[config.mk]
export PLATFORM = sky130hd
export DESIGN_NAME = newton_reciprocal
export DESIGN_NICKNAME = d
export VERILOG_FILES = /design/src/nrecip_pkg.sv /design/src/nrecip_dp.sv /design/src/nrecip_ctrl.sv /design/src/newton_reciprocal.sv
export SDC_FILE = /design/constraint.sdc
export NUM_CORES = 2
export LEC_CHECK = 0
export ABC_AREA = 1
export BUFFER_PORTS_ARGS = -buffer_cell sky130_fd_sc_hd__buf_2
export CORE_ASPECT_RATIO = 0.75
export CORE_MARGIN = 2
export CORE_UTILIZATION = 50
export DETAILED_ROUTE_END_ITERATION = 16
export MAX_ROUTING_LAYER = met4
export PLACE_DENSITY_LB_ADDON = 0.12
export SYNTH_ARGS = -nofsm -noshare
export SYNTH_HDL_FRONTEND = slang
export SYNTH_HIERARCHICAL = 1
export SYNTH_SLANG_ARGS = --single-unit
[constraint.sdc]
create_clock -name clk -period 11.8 [get_ports clk]
set_input_delay 1.18 -clock clk [delete_from_list [all_inputs] [get_ports clk]]
set_output_delay 1.18 -clock clk [all_outputs]
set_load 0.1 [all_outputs]
[src/nrecip_pkg.sv]
// shared types and codes for the newton reciprocal block
`timescale 1ns / 1ps
`default_nettype none

package nrecip_pkg;

  typedef logic [1:0] status_t;

  localparam status_t STAT_CONV  = 2'd0;
  localparam status_t STAT_ZERO  = 2'd1;
  localparam status_t STAT_LIMIT = 2'd2;

  localparam int unsigned CFG_DATA_W = 5;

  localparam logic CFG_IDX_TOL = 1'b0;
  localparam logic CFG_IDX_LIM = 1'b1;

  localparam logic [4:0] TOL_RESET = 5'd24;
  localparam logic [3:0] LIM_RESET = 4'd8;

  typedef struct packed {
    logic    start;
    logic    lzc;
    logic    ksel;
    logic    pmul;
    logic    psh;
    logic    check;
    logic    tmul;
    logic    mupd;
    logic    load_out;
    status_t code;
  } nrecip_cmd_t;

  typedef struct packed {
    logic in_zero;
    logic conv;
    logic at_limit;
  } nrecip_sts_t;

endpackage

`default_nettype wire

[src/nrecip_dp.sv]
// datapath: normalization, shared multiplier, newton update and result register
`timescale 1ns / 1ps
`default_nettype none

module nrecip_dp #(
  parameter int FRAC_BITS = 30
) (
  input  logic                      clk,
  input  nrecip_pkg::nrecip_cmd_t   cmd,
  output nrecip_pkg::nrecip_sts_t   sts,
  input  logic [31:0]               in_operand_value,
  input  logic [4:0]                tol_shift,
  input  logic [3:0]                iter_limit,
  output logic [31:0]               out_recip_mantissa,
  output logic signed [5:0]         out_recip_exponent,
  output logic [3:0]                out_step_count,
  output nrecip_pkg::status_t       out_status
);
  import nrecip_pkg::*;

  localparam int MW  = FRAC_BITS + 2;
  localparam int PW  = FRAC_BITS + 3;
  localparam int OW  = (MW > 32) ? MW : 32;
  localparam int PRW = 2 * OW;

  localparam logic [PW-1:0]    ONE   = PW'(1) << FRAC_BITS;
  localparam logic [PW-1:0]    TWO   = PW'(1) << (FRAC_BITS + 1);
  localparam logic [MW+31:0]   MAX32 = (MW + 32)'(32'hFFFF_FFFF);
  localparam logic [5:0]       FB6   = 6'(FRAC_BITS);

  logic [31:0]        a_r;
  logic [4:0]         msb_r;
  logic signed [5:0]  k_r;
  logic [5:0]         sh_r;
  logic [MW-1:0]      m_r;
  logic [MW-1:0]      t_r;
  logic [PRW-1:0]     prod_r;
  logic [PW-1:0]      p_r;
  logic [PW-1:0]      lo_r;
  logic [PW-1:0]      hi_r;
  logic [3:0]         steps_r;
  logic [31:0]        out_mant_r;
  logic signed [5:0]  out_exp_r;
  logic [3:0]         out_steps_r;
  status_t            out_status_r;

  logic [4:0]     msb_nxt;
  logic [32:0]    lim;
  logic [5:0]     k_nxt;
  logic [PW-1:0]  eps;
  logic [OW-1:0]  mul_a;
  logic [OW-1:0]  mul_b;
  logic [PRW-1:0] p_shift;
  logic [PW-1:0]  p_nxt;
  logic [PRW-1:0] m_shift;
  logic [MW-1:0]  m_nxt;
  logic [MW-1:0]  t_nxt;
  logic [31:0]    mant_sat;

  // leading one position
  always_comb begin
    msb_nxt = '0;
    for (int i = 0; i < 32; i++) begin
      if (a_r[i]) begin
        msb_nxt = 5'(i);
      end
    end
  end

  // power of two choice
  always_comb begin
    lim = 33'd3 << (msb_r - 5'd1);
    if (a_r < 32'd32768) begin
      k_nxt = 6'd15 - {1'b0, msb_r};
    end else if (a_r > 32'd98304) begin
      if ({1'b0, a_r} <= lim) begin
        k_nxt = 6'd16 - {1'b0, msb_r};
      end else begin
        k_nxt = 6'd15 - {1'b0, msb_r};
      end
    end else begin
      k_nxt = '0;
    end
  end

  always_comb begin
    if ({1'b0, tol_shift} <= FB6) begin
      eps = ONE >> tol_shift;
    end else begin
      eps = '0;
    end
  end

  // shared multiplier operands
  always_comb begin
    if (cmd.tmul) begin
      mul_a = OW'(m_r);
      mul_b = OW'(t_r);
    end else begin
      mul_a = OW'(a_r);
      mul_b = OW'(m_r);
    end
  end

  always_comb begin
    p_shift = prod_r >> sh_r;
    p_nxt   = (|p_shift[PRW-1:PW]) ? '1 : p_shift[PW-1:0];
    m_shift = prod_r >> FRAC_BITS;
    m_nxt   = (|m_shift[PRW-1:MW]) ? '1 : m_shift[MW-1:0];
    t_nxt   = (p_r < TWO) ? MW'(TWO - p_r) : '0;
    mant_sat = ((MW + 32)'(m_r) > MAX32) ? 32'hFFFF_FFFF : 32'(m_r);
  end

  assign sts.in_zero  = (in_operand_value == 32'd0);
  assign sts.conv     = (p_r >= lo_r) && (p_r <= hi_r);
  assign sts.at_limit = (steps_r >= iter_limit);

  always_ff @(posedge clk) begin
    if (cmd.start) begin
      a_r     <= in_operand_value;
      m_r     <= '0;
      k_r     <= '0;
      steps_r <= '0;
    end
    if (cmd.lzc) begin
      msb_r <= msb_nxt;
      lo_r  <= ONE - eps;
      hi_r  <= ONE + eps;
    end
    if (cmd.ksel) begin
      k_r  <= k_nxt;
      sh_r <= 6'd16 - k_nxt;
      m_r  <= MW'(ONE);
    end
    if (cmd.pmul || cmd.tmul) begin
      prod_r <= PRW'(mul_a) * PRW'(mul_b);
    end
    if (cmd.psh) begin
      p_r <= p_nxt;
    end
    if (cmd.check) begin
      t_r <= t_nxt;
    end
    if (cmd.mupd) begin
      m_r     <= m_nxt;
      steps_r <= steps_r + 4'd1;
    end
    if (cmd.load_out) begin
      out_mant_r   <= mant_sat;
      out_exp_r    <= k_r;
      out_steps_r  <= steps_r;
      out_status_r <= cmd.code;
    end
  end

  assign out_recip_mantissa = out_mant_r;
  assign out_recip_exponent = out_exp_r;
  assign out_step_count     = out_steps_r;
  assign out_status         = out_status_r;

endmodule

`default_nettype wire

[src/nrecip_ctrl.sv]
// controller: sequences normalization and newton steps, owns the in and out handshakes
`timescale 1ns / 1ps
`default_nettype none

module nrecip_ctrl (
  input  logic                      clk,
  input  logic                      rst_n,
  input  logic                      in_valid,
  output logic                      in_ready,
  output logic                      out_valid,
  input  logic                      out_ready,
  input  nrecip_pkg::nrecip_sts_t   sts,
  output nrecip_pkg::nrecip_cmd_t   cmd
);
  import nrecip_pkg::*;

  typedef enum logic [3:0] {
    S_IDLE,
    S_LZC,
    S_KSEL,
    S_PMUL,
    S_PSH,
    S_CHECK,
    S_TMUL,
    S_MUPD,
    S_DONE
  } state_t;

  state_t  state_r;
  status_t code_r;
  logic    out_valid_r;
  logic    out_free;

  assign out_free  = !out_valid_r || out_ready;
  assign in_ready  = (state_r == S_IDLE);
  assign out_valid = out_valid_r;

  always_comb begin
    cmd          = '0;
    cmd.code     = code_r;
    cmd.start    = (state_r == S_IDLE) && in_valid;
    cmd.lzc      = (state_r == S_LZC);
    cmd.ksel     = (state_r == S_KSEL);
    cmd.pmul     = (state_r == S_PMUL);
    cmd.psh      = (state_r == S_PSH);
    cmd.check    = (state_r == S_CHECK);
    cmd.tmul     = (state_r == S_TMUL);
    cmd.mupd     = (state_r == S_MUPD);
    cmd.load_out = (state_r == S_DONE) && out_free;
  end

  always_ff @(posedge clk) begin
    if (!rst_n) begin
      state_r     <= S_IDLE;
      out_valid_r <= 1'b0;
      code_r      <= STAT_CONV;
    end else begin
      if (cmd.load_out) begin
        out_valid_r <= 1'b1;
      end else if (out_ready) begin
        out_valid_r <= 1'b0;
      end
      unique case (state_r)
        S_IDLE: begin
          if (in_valid) begin
            if (sts.in_zero) begin
              code_r  <= STAT_ZERO;
              state_r <= S_DONE;
            end else begin
              state_r <= S_LZC;
            end
          end
        end
        S_LZC:  state_r <= S_KSEL;
        S_KSEL: state_r <= S_PMUL;
        S_PMUL: state_r <= S_PSH;
        S_PSH:  state_r <= S_CHECK;
        S_CHECK: begin
          priority if (sts.conv) begin
            code_r  <= STAT_CONV;
            state_r <= S_DONE;
          end else if (sts.at_limit) begin
            code_r  <= STAT_LIMIT;
            state_r <= S_DONE;
          end else begin
            state_r <= S_TMUL;
          end
        end
        S_TMUL: state_r <= S_MUPD;
        S_MUPD: state_r <= S_PMUL;
        S_DONE: begin
          if (out_free) begin
            state_r <= S_IDLE;
          end
        end
        default: state_r <= S_IDLE;
      endcase
    end
  end

endmodule

`default_nettype wire

[src/newton_reciprocal.sv]
// top level: newton-raphson reciprocal of an unsigned q16.16 value
//
//   channel | direction | beat contents
//   in_     | in        | operand_value (q16.16)
//   out_    | out       | recip_mantissa, recip_exponent, step_count, status
//   cfg_    | in        | cfg_index (0 tolerance_shift, 1 iteration_limit), cfg_data
//
// a nonzero operand goes from its accepting beat through leading one detection and the
// power of two choice into newton steps, each two passes through the one shared
// multiplier plus shift, check and update states. a zero operand skips all of these.
// one operand is in flight at a time; the next is taken from the cycle after the
// result is loaded, also while the result register waits on out_ready.
// reset is synchronous, restores the register defaults.
`timescale 1ns / 1ps
`default_nettype none

module newton_reciprocal #(
  parameter int FRAC_BITS = 30
) (
  input  logic                 clk,
  input  logic                 rst_n,
  input  logic                 in_valid,
  output logic                 in_ready,
  input  logic [31:0]          in_operand_value,
  output logic                 out_valid,
  input  logic                 out_ready,
  output logic [31:0]          out_recip_mantissa,
  output logic signed [5:0]    out_recip_exponent,
  output logic [3:0]           out_step_count,
  output logic [1:0]           out_status,
  input  logic                 cfg_valid,
  output logic                 cfg_ready,
  input  logic                 cfg_index,
  input  logic [4:0]           cfg_data
);
  import nrecip_pkg::*;

  logic [4:0]   tol_r;
  logic [3:0]   lim_r;
  nrecip_cmd_t  cmd;
  nrecip_sts_t  sts;

  assign cfg_ready = 1'b1;

  always_ff @(posedge clk) begin
    if (!rst_n) begin
      tol_r <= TOL_RESET;
      lim_r <= LIM_RESET;
    end else if (cfg_valid) begin
      unique case (cfg_index)
        CFG_IDX_TOL: tol_r <= cfg_data;
        CFG_IDX_LIM: lim_r <= cfg_data[3:0];
        default: ;
      endcase
    end
  end

  nrecip_ctrl u_ctrl (
    .clk       (clk),
    .rst_n     (rst_n),
    .in_valid  (in_valid),
    .in_ready  (in_ready),
    .out_valid (out_valid),
    .out_ready (out_ready),
    .sts       (sts),
    .cmd       (cmd)
  );

  nrecip_dp #(
    .FRAC_BITS (FRAC_BITS)
  ) u_dp (
    .clk                (clk),
    .cmd                (cmd),
    .sts                (sts),
    .in_operand_value   (in_operand_value),
    .tol_shift          (tol_r),
    .iter_limit         (lim_r),
    .out_recip_mantissa (out_recip_mantissa),
    .out_recip_exponent (out_recip_exponent),
    .out_step_count     (out_step_count),
    .out_status         (out_status)
  );

endmodule

`default_nettype wire
# Word level (Yosys, flattened, before mapping)

Index checks and enable logic that the tools add are counted.

Bits in registers: 340
Output and inout bits: 47

Add/subtract/negate cells: 8
$mul: 1
$lt $le $gt $ge: 8
Equality and inequality tests: 12
Shift-type cells: 3
Multiplexer cells: 57
Bitwise gates (word level): 1
Reduce and logical (&&, ||, !) cells: 24

Operator list:

| operator                 | count |
|---|---|
| $mux W32                 | 6 |
| $mux W5                  | 14 |
| $mul A32 B32 Y64         | 1 |
| $shr A64 B6 Y64          | 1 |
| $mux W4                  | 15 |
| $add A31 B33 Y33 const A | 1 |
| $ge A33 B33 Y1           | 1 |
| $le A32 B33 Y1           | 1 |
| $le A33 B33 Y1           | 1 |
| $lt A33 B32 Y1 const B   | 1 |
| $mux W33                 | 1 |
| $shl A2 B5 Y33 const A   | 1 |
| $shr A31 B5 Y33 const A  | 1 |
| $sub A31 B33 Y33 const A | 1 |
| $gt A32 B17 Y1 const B   | 1 |
| $logic_not A32 Y1        | 1 |
| $lt A32 B16 Y1 const B   | 1 |
| $pmux W4 S8              | 1 |
| $sub A32 B32 Y32 const A | 1 |
| $reduce_or A31 Y1        | 1 |
| $mux W6                  | 5 |
| $eq A4 B3 Y1 const B     | 4 |
| $reduce_or A16 Y1        | 1 |
| $mux W2                  | 6 |
| other kinds (28)         | 46 |

# Depth between registers and ports, before layout

Word-level depth: 30
Mapped depth: 44
Mapped depth without buffers: 42

# By module

The synthesis kept the hierarchy.

Modules (own cells, without submodules):

| module            | instances | cells each | area each (um^2) |
|---|---|---|---|
| nrecip_dp         | 1         | 6,036      | 51,734.6 |
| nrecip_ctrl       | 1         | 65         | 431.7 |
| newton_reciprocal | 1         | 52         | 374.1 |

# Least setup slack after synthesis

No wires, ideal clock.

Path type: register -> register
Start point: register u_ctrl.state_r[2]
End point: register u_dp.prod_r[59] (data pin)
Setup time: 260 ps
Arrival time: 8,187 ps
Slack: 3,353 ps
Cell stages (with the launch flop): 40
Clock period less this slack: 8,447 ps
Path through: dfxtp_1 > inv_2 > nor2_4 > inv_1 > nor3_1 > inv_1 > clkbuf_1 > or2_2 > o21ai_0 > clkbuf_1 > clkbuf_1 > nor2_1 > fa_1 > fa_1 > fa_1 > inv_1 > fa_1 > inv_1 > [... 4 more ...] > fa_1 > fa_1 > ha_1 > a21oi_1 > inv_1 > nor2_1 > inv_1 > a21boi_0 > o221ai_1 > a21oi_1 > inv_1 > a21oi_1 > inv_1 > a21oi_1 > inv_1 > nand3_1 > nand3_1 > xor2_1

RTL lines:

| item                   | RTL line          | RTL |
|---|---|---|
| start, declared        | nrecip_ctrl.sv:29 | `state_t state_r;` |
| start signal, assigned | nrecip_ctrl.sv:54 | `state_r <= S_IDLE;` |
| start signal, assigned | nrecip_ctrl.sv:68 | `state_r <= S_DONE;` |
| start signal, assigned | nrecip_ctrl.sv:70 | `state_r <= S_LZC;` |
| end signal, assigned   | nrecip_dp.sv:136  | `prod_r <= PRW'(mul_a) * PRW'(mul_b);` |
| end, declared          | nrecip_dp.sv:37   | `logic [PRW-1:0] prod_r;` |

==> flow_summary.yaml <==
critical_path:
  path_class: "reg2reg"
  cp_common_cell: "fa_1"
  slowest_delay_ns: 0.82
  start_kind: "flop"
  critPathMaxFanout: 64
  crit_family: "adder cells"
  critical-path-slowest-cell: "nor4b_1"
  end_kind: "flop"
  r2r_setup_slack_ns: 1.07
  worst-path-buf-inv: 8
  arrival_ns: 11.01
  cp.required_ns: 12.08
global_routing:
  grt_overflow: 0
  grt_use_total_pct: 36.7
  first_global_vias: 41980
  grt_pass1_wl_mm: 280
  antenna_found_initial: 1
  grt_max_degree: 66
timing:
  max_slew_margin_pct: 2.57
  slew_violations: 0
  period_share_pct: 90.9
  setup_violations: 0
  fmax_mhz: 93.2
  hold_viol: 0
  tns_ns: 0
  rsz0062_at_grt: "no"
  finalCriticalPeriod_ns: 10.73
  tightest_slew_ns: 1.45
  finClkSkew_ns: 0.0255
die:
  die_x_um: 378
  fp-row-count: 102
  core_area_um2: 104000
  io_pins: 90
  dieArea_um2: 108000
  start_util_pct: 50.6
  die_height_um: 285
cts:
  cts.path.max_buffers: 3
  clkTransAtPathRegs_ns: 0.07
  cts_tree: "built"
  cts-root-buf: "clkbuf_16"
  insertion_delay_ns: 0.56
  cts.sinks: 338
  cts_made_buffers: 34
  hold_buffers: 0
  htreeDepth: 2
  cts_resized: 0
  cts_post_setup_buffers_inserted: 0
synthesis:
  synth_nets: 7465
  ys_dominant_reg_cell: "edfxtp_1"
  synth_cells: 6153
  yosysSeqAreaShare_pct: 19.0
  ys_async_sr_fraction_pct: 0
  synth.avg_cell_area_um2: 8.54
  synth_area_leaders: "fa_1, edfxtp_1, inv_1, ha_1, nand2_1"
  synth_cell_type_count: 70
  synth_top_area_share_pct: 34.1
  synth_largest_area_cell: "fa_1"
  synth_area_um2: 52500
  yosysWarningCount: 6
  synth_edf_count: 322
  ys_seq_elements: 338
route:
  first_pass_iters: 6
  via_count: 43007
  ant_nets: 0
  route.detailed.drc: 0
  viasPerCell: 5.69
  post_drt_wl_per_cell_um: 25.0
  wl_mm: 189
  dr.first_iter.drc_count: 4897
hold_path:
  holdCritPathClass: "reg2reg"
finish:
  layout-drive-gt1-share_pct: 7.17
  layout.nets: 7443
  antenna_cells: 0
  synthToLayoutAreaGrowth_pct: 6.44
  final_common_cell: "inv_1"
  fillers: 9814
  mostFrequentLayoutCells: "inv_1, nand2_1, fa_1, nor2_1, ha_1"
place:
  io_buffers: 88
  gp_congestion: 1.00
  dpl.hpwl_mm: 153
status:
  status: "complete, no violations"
run:
  max_cap_violations: 0
[sequential cells by signal, indices dropped and copies added, names as in the netlist]
register	cells
lim_r	4
tol_r	5
u_ctrl/code_r	2
u_ctrl/out_valid	1
u_ctrl/state_r	4
u_dp/a_r	32
u_dp/hi_r	31
u_dp/k_r	6
u_dp/lo_r	33
u_dp/m_r	32
u_dp/msb_r	5
u_dp/out_recip_exponent	6
u_dp/out_recip_mantissa	32
u_dp/out_status	2
u_dp/out_step_count	4
u_dp/p_r	33
u_dp/prod_r	64
u_dp/sh_r	6
u_dp/steps_r	4
u_dp/t_r	32
[final timing paths]
| kind | startpoint | end | cells after the start |
|---|---|---|---|
| setup reg to reg | u_ctrl/state_r[2] | u_dp/prod_r[60] | 30 |
| hold reg to reg | u_dp/k_r[0] | u_dp/out_recip_exponent[0] | 0 |
| setup / recovery | u_ctrl/state_r[2] | u_dp/prod_r[60] | 30 |
| hold / removal | u_dp/k_r[0] | u_dp/out_recip_exponent[0] | 0 |
[through the flow]
step	util, %	cell area (µm²)	worst slack [ns]	hold slack [ns]	cells
2_1_floorplan	-	52500	3.35	0.400	6153
3_3_place_gp	52.8	54700	1.12	0.409	7498
3_5_place_dp	52.8	54700	1.57	0.418	7499
4_1_cts	53.9	55900	1.50	0.431	7558
5_1_grt	53.9	55900	0.854	0.433	7558
6_report	53.9	55900	1.07	0.429	7558
[logic make-up after synthesis]
family	count (synthesis)	synth area share [%]
compound gates	628	6.68
xor+xnor	88	1.48
fa+ha+maj	1269	43.0
buf+inv	1568	11.4
flops	338	19.0
mux	62	1.18
other cells	1	0.00714
simple gates	2199	17.2
[layout make-up]
type                            instances  area (µm²)  area share [%]
Timing Repair Buffer                  194        1250            2.23
Sequential cell                       338        9990            17.9
Tap cell                             1404        1760            3.14
Clock buffer                           42         965            1.73
Clock inverter                         17         218           0.389
Multi-Input combinational cell       4247       36800            65.8
Inverter                             1316        4940            8.84
[cells in the mapped netlist (all sizes together) (4+ instances only)]
cell type	n
nor3	34
o31ai	8
nor4	38
o211ai	13
dfxtp	16
nand4	31
nor2	906
buf	44
o21ai	278
a21boi	4
xnor2	31
clkinv	28
fa	896
a211oi	4
edfxtp	322
a31oi	37
nand3	120
clkbuf	208
a21o	4
or2	79
mux2i	62
o221ai	5
a21oi	211
ha	373
xor2	57
o21bai	9
o22a	13
inv	1288
nand3b	5
o2111ai	6
o21a	19
nand2	977
[worst reg2reg max path: cells and delay by family, from the launching register on]
family | cells | cell delay (ns)
buffers and inverters | 8 | 1.92
flip-flops | 1 | 0.40
XOR/XNOR | 1 | 0.09
AND/OR/NAND/NOR | 10 | 3.06
AO/OA/AOI/OAI | 2 | 0.65
adder cells (fa/ha/maj) | 9 | 4.33
[per-layer routing]
metal	up-vias	share of wire [%]	GRT usage, %
li1	18798	-	-
met1	21535	45	56.4
met2	2396	39	47.4
met3	278	13	9.99
met4	0	2.9	8.30
met5	-	0	-
Power is left out: the tool's default activity adds up to more than one toggle a clock period on the data nets, which glitch-free logic cannot reach.
